===== src/sv/pst_pkg.sv =====
// Shared types and constants for the position slot table.
// No dependencies; every other file refers to this package by scoped names.
`default_nettype none

package pst_pkg;

    localparam int SLOTS = 256;
    localparam int IDX_W = (SLOTS > 1) ? $clog2(SLOTS) : 1;
    localparam int NUM_W = $clog2(SLOTS + 1);
    localparam int RADIUS_MAX = 64;
    localparam int COUNT_MAX = 511;

    localparam logic [2:0] OP_LOOKUP = 3'd0;
    localparam logic [2:0] OP_INSERT = 3'd1;
    localparam logic [2:0] OP_UNLOAD = 3'd2;
    localparam logic [2:0] OP_EVICT = 3'd3;
    localparam logic [2:0] OP_COUNT = 3'd4;

    localparam logic [1:0] ST_OK = 2'd0;
    localparam logic [1:0] ST_EXISTS = 2'd1;
    localparam logic [1:0] ST_MISS = 2'd2;

    localparam int CFG_INDEX_W = 1;
    localparam logic [CFG_INDEX_W-1:0] REG_SLOT_COUNT = 1'd0;
    localparam logic [CFG_INDEX_W-1:0] REG_RADIUS = 1'd1;

    typedef struct packed {
        logic [2:0]         op;
        logic signed [15:0] pos_x;
        logic signed [15:0] pos_y;
    } pst_req_t;

    typedef struct packed {
        logic [7:0] slot;
        logic [1:0] status;
        logic [8:0] count;
    } pst_rsp_t;

    typedef struct packed {
        logic        loaded;
        logic [15:0] pos_y;
        logic [15:0] pos_x;
    } pst_entry_t;

    typedef struct packed {
        logic [NUM_W-1:0] slots;
        logic [6:0]       radius;
    } pst_cfg_t;

    typedef struct packed {
        logic             en;
        logic [IDX_W-1:0] addr;
    } pst_rd_t;

    typedef struct packed {
        logic             en;
        logic [IDX_W-1:0] addr;
        pst_entry_t       entry;
    } pst_wr_t;

endpackage

`default_nettype wire


===== src/sv/pst_req_if.sv =====
// Request channel: valid/ready handshake carrying one table operation.
// Depends on pst_pkg for the payload type.
`default_nettype none

interface pst_req_if;
    logic              valid;
    logic              ready;
    pst_pkg::pst_req_t data;

    modport source (output valid, output data, input ready);
    modport sink (input valid, input data, output ready);
endinterface

`default_nettype wire


===== src/sv/pst_rsp_if.sv =====
// Response channel: valid/ready handshake carrying one operation result.
// Depends on pst_pkg for the payload type.
`default_nettype none

interface pst_rsp_if;
    logic              valid;
    logic              ready;
    pst_pkg::pst_rsp_t data;

    modport source (output valid, output data, input ready);
    modport sink (input valid, input data, output ready);
endinterface

`default_nettype wire


===== src/sv/pst_ctrl.sv =====
// Scan sequencer: walks the slots in use one per cycle through pst_mem,
// modifies and writes back entries, and holds the result register. Uses pst_pkg.
`default_nettype none

module pst_ctrl (
    input  wire logic                clk,
    input  wire logic                rst_n,
    input  wire pst_pkg::pst_cfg_t   cfg,
    pst_req_if.sink                  req,
    pst_rsp_if.source                rsp,
    output pst_pkg::pst_rd_t         rd,
    input  wire pst_pkg::pst_entry_t rd_entry,
    output pst_pkg::pst_wr_t         wr
);

    typedef enum logic [2:0] {
        S_IDLE = 3'b001,
        S_SCAN = 3'b010,
        S_DONE = 3'b100
    } state_t;

    state_t                       state_reg, state_next;
    logic [2:0]                   op_reg, op_next;
    logic [15:0]                  key_x_reg, key_x_next;
    logic [15:0]                  key_y_reg, key_y_next;
    logic [pst_pkg::NUM_W-1:0]    slots_reg, slots_next;
    logic [6:0]                   radius_reg, radius_next;
    logic [pst_pkg::NUM_W-1:0]    idx_reg, idx_next;
    logic [pst_pkg::IDX_W-1:0]    didx_reg, didx_next;
    logic                         pend_reg, pend_next;
    logic                         free_found_reg, free_found_next;
    logic [pst_pkg::IDX_W-1:0]    free_idx_reg, free_idx_next;
    logic [pst_pkg::NUM_W-1:0]    count_reg, count_next;
    logic [7:0]                   slot_reg, slot_next;
    logic [1:0]                   status_reg, status_next;
    logic                         rsp_valid_reg, rsp_valid_next;
    pst_pkg::pst_rsp_t            rsp_data_reg, rsp_data_next;

    logic                         issue;
    logic                         proc;
    logic                         match;
    logic                         last;
    logic                         far;
    logic signed [16:0]           dx, dy;
    logic [16:0]                  adx, ady;
    logic [pst_pkg::IDX_W-1:0]    target;
    logic [8:0]                   count_out;

    assign issue = (state_reg == S_SCAN) && (idx_reg < slots_reg);
    assign proc  = (state_reg == S_SCAN) && pend_reg;
    assign match = (rd_entry.pos_x == key_x_reg) && (rd_entry.pos_y == key_y_reg);
    assign last  = (pst_pkg::NUM_W'(didx_reg) == (slots_reg - pst_pkg::NUM_W'(1)));

    assign dx  = $signed({key_x_reg[15], key_x_reg})
               - $signed({rd_entry.pos_x[15], rd_entry.pos_x});
    assign dy  = $signed({key_y_reg[15], key_y_reg})
               - $signed({rd_entry.pos_y[15], rd_entry.pos_y});
    assign adx = dx[16] ? 17'(-dx) : 17'(dx);
    assign ady = dy[16] ? 17'(-dy) : 17'(dy);
    assign far = (adx > {10'd0, radius_reg}) || (ady > {10'd0, radius_reg});

    assign count_out = (32'(count_reg) > 32'(pst_pkg::COUNT_MAX))
                     ? 9'(pst_pkg::COUNT_MAX) : 9'(count_reg);

    assign req.ready = (state_reg == S_IDLE);
    assign rsp.valid = rsp_valid_reg;
    assign rsp.data  = rsp_data_reg;

    assign rd.en   = issue;
    assign rd.addr = idx_reg[pst_pkg::IDX_W-1:0];

    always_comb
    begin
        state_next      = state_reg;
        op_next         = op_reg;
        key_x_next      = key_x_reg;
        key_y_next      = key_y_reg;
        slots_next      = slots_reg;
        radius_next     = radius_reg;
        idx_next        = idx_reg;
        didx_next       = didx_reg;
        pend_next       = pend_reg;
        free_found_next = free_found_reg;
        free_idx_next   = free_idx_reg;
        count_next      = count_reg;
        slot_next       = slot_reg;
        status_next     = status_reg;
        rsp_valid_next  = rsp_valid_reg;
        rsp_data_next   = rsp_data_reg;
        wr              = '0;
        target          = '0;

        if (rsp_valid_reg && rsp.ready)
        begin
            rsp_valid_next = 1'b0;
        end

        unique case (state_reg)
            S_IDLE:
            begin
                if (req.valid)
                begin
                    op_next         = req.data.op;
                    key_x_next      = req.data.pos_x;
                    key_y_next      = req.data.pos_y;
                    slots_next      = cfg.slots;
                    radius_next     = cfg.radius;
                    idx_next        = '0;
                    pend_next       = 1'b0;
                    free_found_next = 1'b0;
                    count_next      = '0;
                    slot_next       = '0;
                    status_next     = pst_pkg::ST_OK;
                    if (req.data.op > pst_pkg::OP_COUNT)
                    begin
                        status_next = pst_pkg::ST_MISS;
                        state_next  = S_DONE;
                    end
                    else
                    begin
                        state_next = S_SCAN;
                    end
                end
            end
            S_SCAN:
            begin
                pend_next = issue;
                didx_next = idx_reg[pst_pkg::IDX_W-1:0];
                if (issue)
                begin
                    idx_next = idx_reg + pst_pkg::NUM_W'(1);
                end
                if (proc)
                begin
                    case (op_reg)
                        pst_pkg::OP_LOOKUP:
                        begin
                            if (match)
                            begin
                                state_next = S_DONE;
                                if (rd_entry.loaded)
                                begin
                                    slot_next = 8'(didx_reg);
                                end
                                else
                                begin
                                    status_next = pst_pkg::ST_MISS;
                                end
                            end
                            else if (last)
                            begin
                                status_next = pst_pkg::ST_MISS;
                                state_next  = S_DONE;
                            end
                        end
                        pst_pkg::OP_INSERT:
                        begin
                            if (match && rd_entry.loaded)
                            begin
                                slot_next   = 8'(didx_reg);
                                status_next = pst_pkg::ST_EXISTS;
                                state_next  = S_DONE;
                            end
                            else if (match || last)
                            begin
                                if (free_found_reg)
                                begin
                                    target = free_idx_reg;
                                end
                                else if (!rd_entry.loaded)
                                begin
                                    target = didx_reg;
                                end
                                wr.en           = 1'b1;
                                wr.addr         = target;
                                wr.entry.loaded = 1'b1;
                                wr.entry.pos_x  = key_x_reg;
                                wr.entry.pos_y  = key_y_reg;
                                slot_next       = 8'(target);
                                state_next      = S_DONE;
                            end
                            else if (!rd_entry.loaded && !free_found_reg)
                            begin
                                free_found_next = 1'b1;
                                free_idx_next   = didx_reg;
                            end
                        end
                        pst_pkg::OP_UNLOAD:
                        begin
                            if (match)
                            begin
                                state_next = S_DONE;
                                if (rd_entry.loaded)
                                begin
                                    wr.en           = 1'b1;
                                    wr.addr         = didx_reg;
                                    wr.entry        = rd_entry;
                                    wr.entry.loaded = 1'b0;
                                    slot_next       = 8'(didx_reg);
                                end
                                else
                                begin
                                    status_next = pst_pkg::ST_MISS;
                                end
                            end
                            else if (last)
                            begin
                                status_next = pst_pkg::ST_MISS;
                                state_next  = S_DONE;
                            end
                        end
                        pst_pkg::OP_EVICT:
                        begin
                            if (rd_entry.loaded && far)
                            begin
                                wr.en           = 1'b1;
                                wr.addr         = didx_reg;
                                wr.entry        = rd_entry;
                                wr.entry.loaded = 1'b0;
                                count_next      = count_reg + pst_pkg::NUM_W'(1);
                            end
                            if (last)
                            begin
                                state_next = S_DONE;
                            end
                        end
                        pst_pkg::OP_COUNT:
                        begin
                            if (rd_entry.loaded)
                            begin
                                count_next = count_reg + pst_pkg::NUM_W'(1);
                            end
                            if (last)
                            begin
                                state_next = S_DONE;
                            end
                        end
                        default:
                        begin
                            state_next = S_DONE;
                        end
                    endcase
                end
            end
            S_DONE:
            begin
                if (!rsp_valid_reg || rsp.ready)
                begin
                    rsp_valid_next       = 1'b1;
                    rsp_data_next.slot   = slot_reg;
                    rsp_data_next.status = status_reg;
                    rsp_data_next.count  = count_out;
                    state_next           = S_IDLE;
                end
            end
            default:
            begin
                state_next = S_IDLE;
            end
        endcase
    end

    always_ff @(posedge clk or negedge rst_n)
    begin
        if (!rst_n)
        begin
            state_reg     <= S_IDLE;
            idx_reg       <= '0;
            pend_reg      <= 1'b0;
            rsp_valid_reg <= 1'b0;
        end
        else
        begin
            state_reg     <= state_next;
            idx_reg       <= idx_next;
            pend_reg      <= pend_next;
            rsp_valid_reg <= rsp_valid_next;
        end
    end

    always_ff @(posedge clk)
    begin
        op_reg         <= op_next;
        key_x_reg      <= key_x_next;
        key_y_reg      <= key_y_next;
        slots_reg      <= slots_next;
        radius_reg     <= radius_next;
        didx_reg       <= didx_next;
        free_found_reg <= free_found_next;
        free_idx_reg   <= free_idx_next;
        count_reg      <= count_next;
        slot_reg       <= slot_next;
        status_reg     <= status_next;
        rsp_data_reg   <= rsp_data_next;
    end

    a_write_in_scan: assert property (@(posedge clk) disable iff (!rst_n)
        wr.en |-> state_reg == S_SCAN)
        else $error("table write outside a scan");

    a_exists_no_count: assert property (@(posedge clk) disable iff (!rst_n)
        (rsp_valid_reg && rsp_data_reg.status == pst_pkg::ST_EXISTS)
            |-> rsp_data_reg.count == '0)
        else $error("insert refusal carries a count");

    a_done_exit: assert property (@(posedge clk) disable iff (!rst_n)
        state_reg == S_DONE |=> state_reg == S_IDLE || state_reg == S_DONE)
        else $error("result stage left for a scan");

    a_count_bound: assert property (@(posedge clk) disable iff (!rst_n)
        state_reg == S_SCAN |-> count_reg <= slots_reg)
        else $error("count exceeds slots in use");

endmodule

`default_nettype wire

===== src/flat_wrapper.sv =====
// flat-port wrapper written by rule: the top's interface ports become plain ports
module pst_ctrl_flat 
  (clk, rst_n, cfg, rd, rd_entry, wr, req_valid, req_data, req_ready, rsp_valid, rsp_data, rsp_ready);
  pst_req_if req_i ();
  pst_rsp_if rsp_i ();
  input  wire logic clk;
  input  wire logic rst_n;
  input  wire pst_pkg::pst_cfg_t cfg;
  output pst_pkg::pst_rd_t rd;
  input  wire pst_pkg::pst_entry_t rd_entry;
  output pst_pkg::pst_wr_t wr;
  input wire logic [$bits(req_i.valid)-1:0] req_valid;
  input wire logic [$bits(req_i.data)-1:0] req_data;
  output wire logic [$bits(req_i.ready)-1:0] req_ready;
  output wire logic [$bits(rsp_i.valid)-1:0] rsp_valid;
  output wire logic [$bits(rsp_i.data)-1:0] rsp_data;
  input wire logic [$bits(rsp_i.ready)-1:0] rsp_ready;
  assign req_i.valid = req_valid;
  assign req_i.data = req_data;
  assign req_ready = req_i.ready;
  assign rsp_valid = rsp_i.valid;
  assign rsp_data = rsp_i.data;
  assign rsp_i.ready = rsp_ready;
  pst_ctrl u_core (.clk(clk), .rst_n(rst_n), .cfg(cfg), .req(req_i), .rsp(rsp_i), .rd(rd), .rd_entry(rd_entry), .wr(wr));
endmodule

===== config.mk =====
export PLATFORM = sky130hd
export DESIGN_NAME = pst_ctrl_flat
export DESIGN_NICKNAME = d
export VERILOG_FILES = /design/src/sv/pst_pkg.sv /design/src/sv/pst_req_if.sv /design/src/sv/pst_rsp_if.sv /design/src/sv/pst_ctrl.sv /design/src/flat_wrapper.sv
export SDC_FILE = /design/constraint.sdc
export NUM_CORES = 1
export LEC_CHECK = 0
export BUFFER_PORTS_ARGS = -buffer_cell sky130_fd_sc_hd__buf_2
export CAP_MARGIN = 20
export CORE_MARGIN = 3
export CORE_UTILIZATION = 57
export CTS_CLUSTER_SIZE = 16
export DETAILED_ROUTE_END_ITERATION = 8
export MAX_ROUTING_LAYER = met4
export PLACE_DENSITY = 0.91
export SKIP_LAST_GASP = 1
export SYNTH_ARGS = -nofsm -noshare
export SYNTH_HDL_FRONTEND = slang
export SYNTH_SLANG_ARGS = --single-unit

===== constraint.sdc =====
create_clock -name clk -period 7.6 [get_ports clk]
set_clock_uncertainty 0.1 [all_clocks]
set_input_delay 0.38 -clock clk [delete_from_list [all_inputs] [get_ports clk]]
set_output_delay 0.38 -clock clk [all_outputs]
set_load 0.01 [all_outputs]

# After elaboration in Yosys (flattened, before gate mapping)
# Index checks and enable logic that the tools add are counted.
[totals]
regBits = 120
latchBits = 0
mem_bits_rw = 0
rom_bits = 0
inputBits = 88
out_inout_bits = 72
elab_cells = 144
mem_count = 0
[op_classes]
n_addsub = 7
mul = 0
n_div = 0
n_lt_le_gt_ge = 4
eq_ne = 28
shifts = 0
mux = 58
bitwise = 2
reduce_logical = 27
[ops]
columns = ["op", "count"]
rows = [
  ["$mux W42", 7],
  ["$pmux W42 S3", 1],
  ["$mux W8", 8],
  ["$pmux W9 S2", 3],
  ["$mux W9", 5],
  ["$gt A17 B7 Y1", 2],
  ["$mux W17", 2],
  ["$neg A17 Y17", 2],
  ["$sub A16 B16 Y17", 2],
  ["$eq A16 B16 Y1", 2],
  ["$pmux W8 S2", 2],
  ["$mux W3", 8],
  ["$reduce_and A7 Y1", 3],
  ["$add A9 B1 Y9 const B", 2],
  ["$ne A3 B3 Y1 const B", 6],
  ["$pmux W3 S3", 2],
  ["$mux W2", 7],
  ["$reduce_and A6 Y1", 2],
  ["$ne A2 B2 Y1 const B", 5],
  ["$eq A3 B2 Y1 const B", 3],
  ["$eq A8 B9 Y1", 1],
  ["$lt A9 B9 Y1", 1],
  ["$mux W1", 9],
  ["$sub A9 B1 Y9 const B", 1],
  ["19 further kinds", 40],
]

# Logic depth before layout (Yosys ltp)
# Gate-level depths: netlist of run 1.
[logic_depth]
ltp_word = 10
mapped_depth = 24

# Worst setup path after synthesis of run 1
# Ideal clock, no wire load.
[synth_path]
path_kind = "input -> output"
startpoint = "input rd_entry[16] (netlist bit)"
endpoint = "output wr[34] (netlist bit)"
arrival_ns = 5.306
setup_slack_ns = 1.814
stages = 23
path_cell_list = "ha_1 -> fa_1 -> nand2b_1 -> a211oi_1 -> o2111ai_1 -> nand3_1 -> o21a_1 -> nor2_1 -> xnor2_1 -> ha_1 -> a21o_1 -> a21o_1 -> a211o_1 -> a211oi_1 -> o22ai_1 -> a221oi_1 -> o221ai_1 -> or4_1 -> nor3_2 -> a31oi_1 -> o2111a_1 -> buf_6 -> a211o_1"
[synth_lines]
columns = ["element", "line_no", "rtl"]
rows = [
  ["from (decl)", "flat_wrapper.sv:10", "input wire pst_pkg::pst_entry_t rd_entry;"],
  ["to (decl)", "flat_wrapper.sv:11", "output pst_pkg::pst_wr_t wr;"],
]

==> results.txt, run 1 <==
- Outcome: finished clean
- The final hold violation count came to 0.
- Layout fillers: approximately 1,000
- The detail route stage leaves a number of antenna-violating nets equal to 0.
* Max-capacitance violation count: 0
- For the pin with the worst max-slew slack, the measured transition is a little over 1 ns.
- Summed over all failing endpoints, the final setup total negative slack is 0 ns.
- Post-CTS setup-driven buffer insertion count: 0
- Setup repair after global routing left no endpoint under its margin.
- Number of primary I/O pins: 160
* Ys async rst share: 11.7%
* Final clock period utilization by the worst path: 92.2%
* Number of cell rows: 43
- IR analysis of the VDD net gives a maximum drop of 0.197 mV.
- Synth unique cells: 81
- Static leakage: 4.55 nW
- Die H: 128 µm
- For this block, the via count after detailed routing is approximately 7,400.
* DRC viols: 0
- The cell count after synthesis came out at 848.
- In the final layout, the share of cells above drive strength 1 is 21.6%.
- Total placed cells including tap cells: around 1,200
- In this run, the number of DRC markers left after iteration 0 of detailed routing was slightly below 800.
- Fraction of synthesized cell area taken by the top area cell type: between 30% and 40%
- For the worst setup path, the data required time is a little over 7 ns.
* Part of the Yosys area used for sequential elements: 41.9%
- Vias in the first global route: approximately 7,000
* Final number of max-transition violations: 0
- Average size of a mapped cell: 9.95 µm²
- For this run, the leading register cell type out of synthesis is sky130_fd_sc_hd__edfxtp_1.
- Global-route wire length before repair: 34.2 mm
- For this run the aggregate overflow at the end of global routing stands at 0.
- Synthesis inferred 120 register bits.
* Post-layout minimum cycle time: 7.00 ns
- Yosys warning total: 0
- Traced cell by cell, the critical path runs through ha_1, and4_1, and2_1, a221oi_1, nand3_1, o21ai_1, o21ai_0, xnor2_1, ha_1, nand4_1, nor2_1, a211o_1, a211oi_1, o22ai_1, a221oi_1, o221ai_1, or4_1, nor3_2, a31oi_1, o2111a_1, buf_4, a22o_1, buf_2.
- First-pass detailed-route iteration total: 5
- When the netlist entered floorplanning its net count stood at 997.
* Slowest stage cell, crit path: sky130_fd_sc_hd__or4_1
* Largest net degree at the start of global routing: 64
* Number of H-tree levels: 4
* Global placement routability congestion: 0.953
- The core region is roughly 14,000 µm².
* Detail-routed via count per cell: 6.23
- In this run the worst path has a maximum fanout of 28.
- At the worst endpoint, the arrival time is 6.52 ns.
- Crit Path Class: flop to output pin
- DP HPWL: 16.0 mm
- Area Overhead vs Synth: 17.9%
* Areal power density over the cells: roughly 310 nW/µm²
- After detailed routing, the average wire length per cell comes to ~18 µm.
* Clock slew seen by the registers of the worst setup and hold paths: 0.06 ns
- The die is 128 µm wide.
- Max incr delay on CP: 0.56 ns
* Num CTS Buffers: 17
- Filler-free cell count of the finished design: about 1,200
* Flip-flop count of the largest register after layout: 19
- Area occupied by multi-input gates: 4540 µm²
- F_max: about 140 MHz
- Hold/Removal Path Class: primary input to flop
* Critical path endpoint category: output pin
* WL final: 21.6 mm
- Initial Util: between 50% and 60%
- # setup viols final: 0
- Port-buffer cells: ~160
- Most area-hungry cell type in the Yosys netlist: sky130_fd_sc_hd__edfxtp_1
* Antenna violations before repair: 1
- Startpoint type of the worst setup path: flop
- GRT Total Usage: 26.9%
* Biggest area contributors in the synthesized netlist: sky130_fd_sc_hd__edfxtp_1, sky130_fd_sc_hd__ha_1, sky130_fd_sc_hd__dfrtp_1, sky130_fd_sc_hd__a22o_1, sky130_fd_sc_hd__nor2_1
- After synthesis the cells add up to 8440 µm².
* Clock Tree Root: sky130_fd_sc_hd__clkbuf_16
- Total Die Area: 16,300 µm²
* Sink count of the clock tree: 120
* Clk Latency, worst-skew pair: 0.42 ns
* Slew HR: 30.8%
- Final #Nets: 1,146
- CTS tree: yes
- Clk buf depth: 2
- Final design utilization: between 70% and 80%
- The synthesized design contains 106 enable-type register cells.
- Register area: 3530 µm²
-- timing repair --
| action | CTS | global route |
|---|---|---|
| gates resized for setup | 0 | 1 |
| endpoints found under the hold margin | 13 | 0 |
| endpoints found under the setup margin | 0 | 28 |
| hold buffers | 1 | 0 |
-- logic make-up (layout without fill, tap and decap cells) --
kind of cell,Yosys count,count (layout),share of synthesized area (%)
simple gates,285,285,18.0
xor+xnor,49,49,5.09
buf+inv,88,250,4.48
flops,120,120,41.9
compound gates,241,241,20.9
other cells,0,1,0
fa+ha+maj,61,61,9.22
mux,4,4,0.504
-- where the power goes --
group	total [W]	internal [W]	switching [W]
sequential	0.00103	0.000916	0.000116
combinational	0.00127	0.000501	0.000765
clock	0.000821	0.000495	0.000326
-- critical path, delay by kind of cell (launching register included) --
kind,cells,cell delay (ns)
XOR/XNOR,1,0.23
flip-flops,1,0.41
buffers and inverters,2,0.47
AND/OR/NAND/NOR,7,1.47
adder cells (fa/ha/maj),2,0.67
AO/OA/AOI/OAI,11,2.83
-- final cells by class --
class / instances / share of cell area, %
Inverter: 54 / 2.04
Antenna cell: 1 / 0.0252
Clock inverter: 15 / 1.82
Tap cell: 180 / 2.26
Multi-Input combinational cell: 640 / 45.6
Sequential cell: 120 / 35.5
Clock buffer: 17 / 4.28
Timing Repair Buffer: 164 / 8.40
-- per-stage QoR --
stage / power (W) / hold slack [ns] / area (µm²) / worst slack, ns
global placement: 0.00223 / 0.195 / 9320 / 0.964
CTS: 0.00310 / 0.0160 / 9940 / 0.430
detailed placement: 0.00226 / 0.203 / 9320 / 0.803
floorplan: 0.00195 / -0.0156 / 8440 / 1.81
global route: 0.00331 / 0.0102 / 9940 / 0.0753
finish: 0.00312 / 0.0273 / 9940 / 0.597
-- routing by layer --
layer	GRT usage, %	vias to the layer above	wire (µm)	part of all wire [%]
li1	-	3528	-	-
met1	33.4	3511	9100	42
met2	44.3	321	10500	49
met3	5.04	55	1480	6.9
met4	9.93	0	507	2.4
met5	-	-	0	0
-- layout by cell type, fill, tap and decap left out, types with 6 or more instances in the layout --
cell / instances
sky130_fd_sc_hd__a211o_1: 11
sky130_fd_sc_hd__a211oi_1: 8
sky130_fd_sc_hd__a21o_1: 24
sky130_fd_sc_hd__a21oi_1: 36
sky130_fd_sc_hd__a22o_1: 34
sky130_fd_sc_hd__a22oi_1: 9
sky130_fd_sc_hd__a31oi_1: 6
sky130_fd_sc_hd__and2_1: 15
sky130_fd_sc_hd__and3_1: 31
sky130_fd_sc_hd__buf_2: 159
sky130_fd_sc_hd__clkbuf_16: 17
sky130_fd_sc_hd__dfrtp_1: 13
sky130_fd_sc_hd__edfxtp_1: 106
sky130_fd_sc_hd__ha_1: 59
sky130_fd_sc_hd__inv_1: 53
sky130_fd_sc_hd__inv_6: 7
sky130_fd_sc_hd__nand2_1: 49
sky130_fd_sc_hd__nand2b_1: 21
sky130_fd_sc_hd__nand3_1: 22
sky130_fd_sc_hd__nand4_1: 12
sky130_fd_sc_hd__nor2_1: 61
sky130_fd_sc_hd__nor2b_1: 7
sky130_fd_sc_hd__nor3_1: 20
sky130_fd_sc_hd__nor4_1: 6
sky130_fd_sc_hd__o211a_1: 6
sky130_fd_sc_hd__o21a_1: 10
sky130_fd_sc_hd__o21ai_0: 34
sky130_fd_sc_hd__o22ai_1: 6
sky130_fd_sc_hd__or3_1: 7
sky130_fd_sc_hd__or4_1: 6
sky130_fd_sc_hd__xnor2_1: 24
sky130_fd_sc_hd__xor2_1: 25
-- Yosys cell counts (4+ instances only) --
library cell,n
sky130_fd_sc_hd__a211o_1,11
sky130_fd_sc_hd__a211oi_1,9
sky130_fd_sc_hd__a21o_1,24
sky130_fd_sc_hd__a21oi_1,36
sky130_fd_sc_hd__a221oi_1,4
sky130_fd_sc_hd__a22o_1,34
sky130_fd_sc_hd__a22oi_1,9
sky130_fd_sc_hd__a31oi_1,6
sky130_fd_sc_hd__and2_1,15
sky130_fd_sc_hd__and3_1,31
sky130_fd_sc_hd__and4_1,4
sky130_fd_sc_hd__buf_2,5
sky130_fd_sc_hd__buf_4,9
sky130_fd_sc_hd__clkbuf_1,18
sky130_fd_sc_hd__dfrtp_1,13
sky130_fd_sc_hd__edfxtp_1,106
sky130_fd_sc_hd__ha_1,59
sky130_fd_sc_hd__inv_1,53
sky130_fd_sc_hd__nand2_1,49
sky130_fd_sc_hd__nand2b_1,21
sky130_fd_sc_hd__nand3_1,22
sky130_fd_sc_hd__nand4_1,12
sky130_fd_sc_hd__nor2_1,61
sky130_fd_sc_hd__nor2b_1,7
sky130_fd_sc_hd__nor3_1,21
sky130_fd_sc_hd__nor4_1,6
sky130_fd_sc_hd__o2111ai_1,4
sky130_fd_sc_hd__o211a_1,6
sky130_fd_sc_hd__o211ai_1,5
sky130_fd_sc_hd__o21a_1,10
sky130_fd_sc_hd__o21ai_0,34
sky130_fd_sc_hd__o21ai_1,4
sky130_fd_sc_hd__o22ai_1,6
sky130_fd_sc_hd__o31ai_1,4
sky130_fd_sc_hd__o41ai_1,4
sky130_fd_sc_hd__or2_2,5
sky130_fd_sc_hd__or3_1,7
sky130_fd_sc_hd__or4_1,6
sky130_fd_sc_hd__xnor2_1,24
sky130_fd_sc_hd__xor2_1,25
-- worst paths after layout --
kind	startpoint	endpoint	slack, ns	cells after the start
setup reg to reg	u_core.key_y_reg[15]$_DFFE_PP_	u_core.count_out[5]$_SDFFCE_PN0P_	1.73	21
min in group asynchronous	rst_n	u_core.idx_reg[0]$_DFFE_PN0P_	0.30	2
hold / removal	req_data[29]	u_core.key_x_reg[13]$_DFFE_PP_	0.03	1
setup / recovery	u_core.key_y_reg[15]$_DFFE_PP_	wr[12]	0.60	23
max in group asynchronous	rst_n	u_core.state_reg[0]$_DFFE_PN1P_	6.80	2
hold reg to reg	u_core.status_reg[0]$_SDFFCE_PN0P_	u_core.rsp.data[9]$_DFFE_PP_	0.32	0
Power figures use the tool's default switching activity.
==> inputs of run 2 (changes only) <==
Settings changed: ABC_AREA set to 1, CORE_UTILIZATION 57 to 58, HOLD_SLACK_MARGIN set to 0.15.
==> run 2 against run 1 <==
Fmax is 18% higher; combinational power is 27% higher; final cell count is 48% higher; cell area is 16% higher; critical path type unchanged; highest routed layer unchanged.
==> results.txt, run 2 <==
- Initial DRC Count: 827 (was 774)
- The area of the multi-input gates was 5010 µm² (was 4540 µm²).
- The horizontal die dimension is 135 µm (was 128 µm).
* Clock Tree Root: sky130_fd_sc_hd__clkbuf_16 (unchanged)
- The synthesis-to-layout area growth was 20.8% (was 17.9%).
- The worst ir drop on vdd came to 0.287 mV (was 0.197 mV).
- The fraction of synthesized cell area taken by the top area cell type came to 33.2% (was 37.7%).
- The wire length per cell after detailed routing is 15.4 µm (was 18.1 µm).
* Part of the Yosys area used for sequential elements: 36.9% (was 41.9%)
- Global placement routability congestion: 0.971 (was 0.953)
* R2r endpoint: u_core.count_out[4]$_SDFFCE_PN0P_ (was u_core.count_out[5]$_SDFFCE_PN0P_)
- The most common cell after layout, fill and taps aside is sky130_fd_sc_hd__nand2_1 (was sky130_fd_sc_hd__buf_2).
- The yosys synthesis warning count is 0 (unchanged).
- The total routed wirelength came to 27.2 mm (was 21.6 mm).
* Flip-flop count of the largest register after layout: 19 (unchanged)
- Peak fanout along the critical path: 41 (was 28)
- The library cell with the highest instance count after synthesis is sky130_fd_sc_hd__nand2_1 (was sky130_fd_sc_hd__edfxtp_1).
- The normalized max-slew margin came to 37.3% (was 30.8%).
* Die H: 135 µm (was 128 µm)
- CTS tree: yes (unchanged)
- The number of remaining DRC errors is 0 (unchanged).
* Post-layout minimum cycle time: 5.93 ns (was 7.00 ns)
- The via-per-instance ratio came to 5.46 (was 6.23).
- The number of antenna cells inserted was 0 (was 1).
* Crit path required time: 7.12 ns (about the same)
- Cell area after placement: 10,500 µm² (was 9320 µm²)
- The average footprint of a synthesized cell came to 7.22 µm² (was 9.95 µm²).
* Top post-synthesis cells by count: sky130_fd_sc_hd__nand2_1, sky130_fd_sc_hd__inv_1, sky130_fd_sc_hd__nor2_1, sky130_fd_sc_hd__edfxtp_1, sky130_fd_sc_hd__nand3_1 (was sky130_fd_sc_hd__edfxtp_1, sky130_fd_sc_hd__nor2_1, sky130_fd_sc_hd__ha_1, sky130_fd_sc_hd__inv_1, sky130_fd_sc_hd__nand2_1)
* F_max: 169 MHz (was 143 MHz)
- The final antenna-violating net count is 0 (unchanged).
- Initial Util: 59.7% (was 59.4%)
- Final clock period utilization by the worst path: 78.1% (was 92.2%)
* Sink count of the clock tree: 120 (unchanged)
- Critical path endpoint category: output pin (unchanged)
- Internal power: 0.00195 W (was 0.00191 W)
- Cell area after layout: 11,600 µm² (was 9940 µm²)
- Vias in the first global route: 9,444 (was 7,045)
- Primary flip-flop cell chosen by synthesis mapping: sky130_fd_sc_hd__edfxtp_1 (unchanged)
- The distinct cell type count of the synthesized netlist is 45 (was 81).
- Largest net degree at the start of global routing: 55 (was 64)
- Max-capacitance violation count: 0 (unchanged)
* Met1 usage: 37.2% (was 33.4%)
- The remaining global-route overflow is 0 (unchanged).
- Areal power density over the cells: 297 nW/µm² (was 314 nW/µm²)
- Clk Latency, worst-skew pair: 0.42 ns (about the same)
* Most prevalent standard cell on the critical path: sky130_fd_sc_hd__nand2_1
* Num CTS Buffers: 17 (unchanged)
- Switching Fraction: 43.4% (was 38.7%)
- The count of vias placed by the detailed router was 9,613 (was 7,415).
* Biggest area contributors in the synthesized netlist: sky130_fd_sc_hd__edfxtp_1, sky130_fd_sc_hd__nand2_1, sky130_fd_sc_hd__inv_1, sky130_fd_sc_hd__ha_1, sky130_fd_sc_hd__nand3_1 (was sky130_fd_sc_hd__edfxtp_1, sky130_fd_sc_hd__ha_1, sky130_fd_sc_hd__dfrtp_1, sky130_fd_sc_hd__a22o_1, sky130_fd_sc_hd__nor2_1)
- Register area: 3530 µm² (unchanged)
* Worst r2r path cells: 33 (was 21)
- Ys async rst share: 11.7% (unchanged)
- Static leakage: 5.96 nW (was 4.55 nW)
* Number of instances in the synthesized netlist: 1,328 (was 848)
- Outcome: finished clean (unchanged)
- The number of synthesized flops with an enable pin was 106 (unchanged).
- Global-route wire length before repair: 44.3 mm (was 34.2 mm)
- The net count after synthesis came to 1,477 (was 997).
* Highest-count cells in the layout ignoring fill and taps: sky130_fd_sc_hd__nand2_1, sky130_fd_sc_hd__inv_1, sky130_fd_sc_hd__buf_2 (was sky130_fd_sc_hd__buf_2, sky130_fd_sc_hd__edfxtp_1, sky130_fd_sc_hd__nor2_1)
- Reg-to-reg slack, setup: 2.30 ns (was 1.73 ns)
- Port-buffer cells: 159 (unchanged)
- The overall routing resource usage came to 31.0% (was 26.9%).
- Clock slew seen by the registers of the worst setup and hold paths: 0.06 ns (about the same)
- Crit Path Class: flop to output pin (unchanged)
* Max incr delay on CP: 0.55 ns (was 0.56 ns)
* Antenna violations before repair: 0 (was 1)
- Most area-hungry cell type in the Yosys netlist: sky130_fd_sc_hd__edfxtp_1 (unchanged)
- The summed negative setup slack over all endpoints came to 0 ns (unchanged).
* Startpoint type of the worst setup path: flop (unchanged)
* First-pass detailed-route iteration total: 8 (was 5)
- Post-CTS setup-driven buffer insertion count: 0 (unchanged)
* Synth Register Bits: 120 (unchanged)
- The relative contribution of sequential cells to total power came to 30.3% (was 33.1%).
- Total standard cell area after synthesis: 9590 µm² (was 8440 µm²)
- The fill cell total of the finished layout came to 1,241 (was 1,049).
- The global-route met2 utilization was 53.2% (was 44.3%).
- The worst hold slack across all endpoints was 0.268 ns (was 0.0273 ns).
- RSZ-0062 raised after global routing: no (unchanged).
* Slew at the pin closest to its max-slew limit: 0.940 ns (was 1.03 ns)
* Most heavily used metal layer in global routing: met2 (unchanged)
- The number of core rows came to 46 (was 43).
- The die footprint was 18,100 µm² (was 16,300 µm²).
- Number of primary I/O pins: 160 (unchanged)
* Standard cell core area: 16,100 µm² (was 14,200 µm²)
* Ratio of cells with drive above 1 in the final layout: 16.9% (was 21.6%)
- DP HPWL: 19.5 mm (was 16.0 mm)
* Hold/Removal Path Class: primary input to asynchronous set/reset pin (was primary input to flop)
- Final design utilization: 72.1% (was 70.0%)
- Clock network power share: 22.9% (was 26.3%)
- The slowest cell on the critical path was sky130_fd_sc_hd__nand2_4 (was sky130_fd_sc_hd__or4_1).
* Met3 Use GR: 4.77% (was 5.04%)
- Final Hold Viols: 0 (unchanged)
* Switch Pwr: 0.00149 W (was 0.00121 W)
* Share of total power in combinational logic: 46.7% (was 40.6%)
- The maximum level of the CTS H-tree came to 4 (unchanged).
- The arrival time of the worst setup path was 5.45 ns (was 6.52 ns).
- Final number of max-transition violations: 0 (unchanged)
- The layout net count is 1,682 (was 1,146).
- The critical register-to-register path startpoint is u_core.key_x_reg[0]$_DFFE_PP_ (was u_core.key_y_reg[15]$_DFFE_PP_).
- The setup-violating endpoint count in the final report came to 0 (unchanged).
- Clk buf depth: 2 (unchanged)
run 2: changes by cell type after synthesis, sizes merged, moves of 11 or more:
cell    previous run  this run
a21oi             36        49
nand3             22       145
nor2              61       120
and3              31         0
a22o              34         6
nand2             49       455
buf               16        28
and2              17         3
nand2b            21         0
xnor2             24         5
a211o             11         0
inv               54       219
a21o              24         0
clkbuf            18         5
run 2: cell families (layout without fill, tap and decap cells):
logic type	after synthesis	in the layout	share of synthesized area, %
and+or+nand+nor	767	767	35.8
buffers and inverters	252	469	11.0
DFF	120	120	36.9
AOI/OAI and AO/OA	106	106	6.29
adders and majority gates	61	61	8.12
xor gates and xnor gates	22	22	2.01
run 2: timing repair:
| item | in CTS | in global routing |
|---|---|---|
| hold endpoints to repair | 67 | 0 |
| hold buffers | 54 | 0 |
| gates resized for setup | 0 | 0 |
run 2: critical path: cells and delay by family, from the launching register on:
family / cells / cell delay [ns]
AO/OA/AOI/OAI: 4 / 0.64
XOR/XNOR: 1 / 0.17
adder cells (fa/ha/maj): 3 / 0.97
buffers and inverters: 6 / 0.53
flip-flops: 1 / 0.35
AND/OR/NAND/NOR: 22 / 2.36
run 2: power groups by stage:
stage / combinational [W] / sequential, W / clock [W]
final: 0.00161 / 0.00104 / 0.000788
after global routing: 0.00182 / 0.00106 / 0.000817
after CTS: 0.00158 / 0.00104 / 0.000783
after detailed placement: 0.00154 / 0.00105 / 0
after global placement: 0.00148 / 0.00104 / 0
after floorplan: 0.00119 / 0.00102 / 0
run 2: per-layer routing:
| layer | vias to the layer above | wire length [µm] |
|---|---|---|
| li1 | 4686 | - |
| met4 | 0 | 820 |
| met2 | 445 | 13400 |
| met5 | - | 0 |
| met3 | 81 | 1880 |
| met1 | 4401 | 11100 |
run 2: cell type report:
type | count | area share, %
Timing Repair Buffer | 219 | 11.9
Multi-Input combinational cell | 956 | 43.3
Tap cell | 216 | 2.33
Inverter | 219 | 7.10
Clock inverter | 13 | 1.12
Clock buffer | 18 | 3.71
Sequential cell | 120 | 30.5
run 2: stage by stage:
step / total power, W / setup WS [ns] / cells
after global placement: 0.00252 / 2.15 / 1676
after floorplan: 0.00221 / 3.18 / 1328
after global routing: 0.00370 / 1.04 / 1761
after detailed placement: 0.00259 / 2.01 / 1676
after CTS: 0.00340 / 1.69 / 1761
final: 0.00344 / 1.67 / 1761
run 2: worst max path at each step:
stage,start,end
finish,u_core.key_x_reg[0]$_DFFE_PP_,wr[31]
floorplan,rd_entry[16],u_core.count_out[0]$_SDFFCE_PN0P_
global placement,rd_entry[0],wr[31]
detailed placement,rd_entry[0],wr[0]
global route,u_core.key_x_reg[0]$_DFFE_PP_,wr[41]
CTS,u_core.key_x_reg[0]$_DFFE_PP_,wr[0]
==> inputs of run 3 (changes only) <==
Clock period 7.6 ns to 5.6 ns, I/O delays scaled along.
==> run 3 against run 2 <==
Final cell count increased by 0.97%; clock power up 40%; routed wire length rose by 6.7%; total power up 40%; sequential cell count unchanged; core utilization rose by 1.9 points; combinational power grew 43%; via count up 2.5%; sequential power up 36%; sequential share of layout area is 0.80 points lower; critical path depth is 4 lower; hold slack got worse by 0.10 ns; critical path type unchanged; largest power group unchanged.
==> results.txt, run 3 (synthesis gave the netlist of run 2 again) <==
- Clock Tree Root: sky130_fd_sc_hd__clkbuf_16 (unchanged)
- Hold/Removal Path Class: primary input to asynchronous set/reset pin (unchanged)
- Port-buffer cells: 159 (unchanged)
* Most prevalent standard cell on the critical path: sky130_fd_sc_hd__nand2_1 (unchanged)
- Worst Setup Slack, final: 0.395 ns (was 1.67 ns)
- The effective utilization at floorplan came to 59.7% (unchanged).
- Final Hold Viols: 0 (unchanged)
- Clk Latency, worst-skew pair: 0.43 ns (was 0.42 ns)
* Number of H-tree levels: 4 (unchanged)
* Initial DRC Count: 1,087 (was 827)
- The final antenna-violating net count is 0 (unchanged).
- Slew HR: 18.4% (was 37.3%)
- DRC viols: 0 (unchanged)
- Global route total overflow: 0 (unchanged)
- The worst ir drop on vdd came to 0.487 mV (was 0.287 mV).
- Worst r2r path cells: 29 (was 33)
- The vertical die dimension is 135 µm (unchanged).
* Post-layout minimum cycle time: 5.20 ns
- The TritonCTS sink count is 120 (unchanged).
- The placed wire-length estimate after detailed placement was 19.4 mm (was 19.5 mm).
* Reg-to-reg slack, setup: 0.51 ns (was 2.30 ns)
- Detail-routed via count per cell: 5.54 (was 5.46)
* Startpoint of the worst-slack reg-to-reg timing path: u_core.key_x_reg[15]$_DFFE_PP_ (was u_core.key_x_reg[0]$_DFFE_PP_)
- The proportion of layout cells with a drive suffix above 1 came to 19.2% (was 16.9%).
* Global placement routability congestion: 0.969 (was 0.971)
- The most common cell after layout, fill and taps aside is sky130_fd_sc_hd__nand2_1 (unchanged).
- Area occupied by multi-input gates: 5250 µm² (was 5010 µm²)
- The area inside the core boundary came to 16,100 µm² (unchanged).
- First-pass detailed-route iteration total: 6 (was 8)
- Highest-count cells in the layout ignoring fill and taps: sky130_fd_sc_hd__nand2_1, sky130_fd_sc_hd__inv_1, sky130_fd_sc_hd__buf_2 (unchanged)
* Clock slew seen by the registers of the worst setup and hold paths: 0.06 ns (about the same)
* Final clock period utilization by the worst path: ~93%
* Via count: 9,854 (was 9,613)
* Static leakage: 6.10 nW (was 5.96 nW)
* Crit Path Class: flop to output pin (unchanged)
- Max incr delay on CP: 0.45 ns (was 0.55 ns)
- R2r endpoint: u_core.count_out[0]$_SDFFCE_PN0P_ (was u_core.count_out[4]$_SDFFCE_PN0P_)
- The fill cell total of the finished layout was 1,140 (was 1,241).
- Count of inserted antenna diode cells: 0 (unchanged)
- The horizontal die dimension is 135 µm (unchanged).
- Max-capacitance violation count: 0 (unchanged)
- The startpoint class of the critical path was a flop (unchanged).
- The number of flip-flops in the largest register was 19 (unchanged).
- The nature of the critical path endpoint was an output pin (unchanged).
- Outcome: finished clean (unchanged).
- The data required time at the worst endpoint is 5.22 ns (was 7.12 ns).
* CTS tree: yes (unchanged)
- The arrival time of the worst setup path is 4.82 ns (was 5.45 ns).
* Mean routed wirelength per cell: 16.3 µm (was 15.4 µm)
* Largest net degree at the start of global routing: 56 (was 55)
* WL final: 29.0 mm (was 27.2 mm)
* Register area: 3530 µm² (unchanged)
* Pre-CTS setup slack: 0.306 ns (was 2.01 ns)
* Clk buf depth: 2 (unchanged)
- The worst hold slack across all endpoints was 0.166 ns (was 0.268 ns).
- Global-route wire length before repair: 43.8 mm (was 44.3 mm)
- Antenna violations before repair: 0 (unchanged)
- The count of pins on the block boundary was 160 (unchanged).
- # setup viols final: 0 (unchanged)
- The overall routing resource usage is 30.9% (was 31.0%).
- The layout net count was 1,698 (was 1,682).
- Peak fanout along the critical path: 8 (was 41)
- The synthesis-to-layout area growth was 24.0% (was 20.8%).
* Vias in the first global route: 9,383 (was 9,444)
* Slew at the pin closest to its max-slew limit: 1.22 ns (was 0.940 ns)
- The slowest cell on the critical path is sky130_fd_sc_hd__edfxtp_1 (was sky130_fd_sc_hd__nand2_4).
* Number of cell rows: 46 (unchanged)
* Final number of max-transition violations: 0 (unchanged)
* Num CTS Buffers: 17 (unchanged)
* Areal power density over the cells: 405 nW/µm² (was 297 nW/µm²)
- For this run, the top clock speed supported by timing is 192 MHz.
* Total Die Area: 18,100 µm² (unchanged)
[run 3: critical path: cells and delay by family (launching register included)]
kind,cells,cell delay (ns)
AND/OR/NAND/NOR,22,2.44
adder cells (fa/ha/maj),2,0.73
flip-flops,1,0.45
buffers and inverters,5,0.42
XOR/XNOR,1,0.17
AO/OA/AOI/OAI,2,0.17
[run 3: worst max path at each step]
stage / cells past startpoint / start / endpoint
final: 32 / u_core.key_x_reg[15]$_DFFE_PP_ / wr[39]
after global placement: 36 / rd_entry[0] / wr[0]
after CTS: 36 / u_core.key_x_reg[0]$_DFFE_PP_ / wr[13]
after floorplan: 35 / u_core.key_y_reg[0]$_DFFE_PP_ / u_core.count_out[0]$_SDFFCE_PN0P_
after global routing: 32 / u_core.key_x_reg[15]$_DFFE_PP_ / wr[39]
after detailed placement: 36 / rd_entry[0] / wr[31]
[run 3: area by class of cell]
type / count / share of cell area (%)
clock buffer: 17 / 3.58
clock inverter: 15 / 1.28
multi-input combinational: 964 / 44.1
tap: 216 / 2.27
inverter: 219 / 6.91
sequential: 120 / 29.7
timing repair buffer: 227 / 12.1
[run 3: power breakdown]
part / total, W / switching (W) / leakage, nW / internal [W]
Clock: 0.00110 / 0.000471 / 0.291 / 0.000629
Sequential: 0.00141 / 0.000147 / 1.18 / 0.00127
Combinational: 0.00230 / 0.00152 / 4.64 / 0.000786
Total: 0.00482 / 0.00214 / 6.10 / 0.00268
[run 3: metal layers]
metal / track usage (%) / up-vias / share of wire (%)
met2: 51.9 / 533 / 48
met3: 4.99 / 122 / 7.9
met4: 15.7 / 0 / 4.8
met5: - / - / 0
met1: 36.0 / 4467 / 39
li1: - / 4732 / -
[run 3: metrics by stage]
| step | setup TNS [ns] | cells | util (%) | power, W | instance area (µm²) |
|---|---|---|---|---|---|
| after floorplan | 0 | 1328 | - | 0.00300 | 9590 |
| after global placement | 0 | 1676 | 65.3 | 0.00342 | 10500 |
| after detailed placement | 0 | 1676 | 65.3 | 0.00350 | 10500 |
| after CTS | 0 | 1762 | 72.3 | 0.00465 | 11600 |
| after global routing | -0.270 | 1778 | 74.1 | 0.00518 | 11900 |
| final | 0 | 1778 | 74.1 | 0.00482 | 11900 |
[run 3: repair_timing]
action                                  CTS  global route
endpoints found under the hold margin    69             0
gates cloned                              0             8
hold buffers                             54             0
pin swaps                                 0             7
endpoints found under the setup margin   41            50
gates resized for setup                   1            31
setup buffers                             0             8
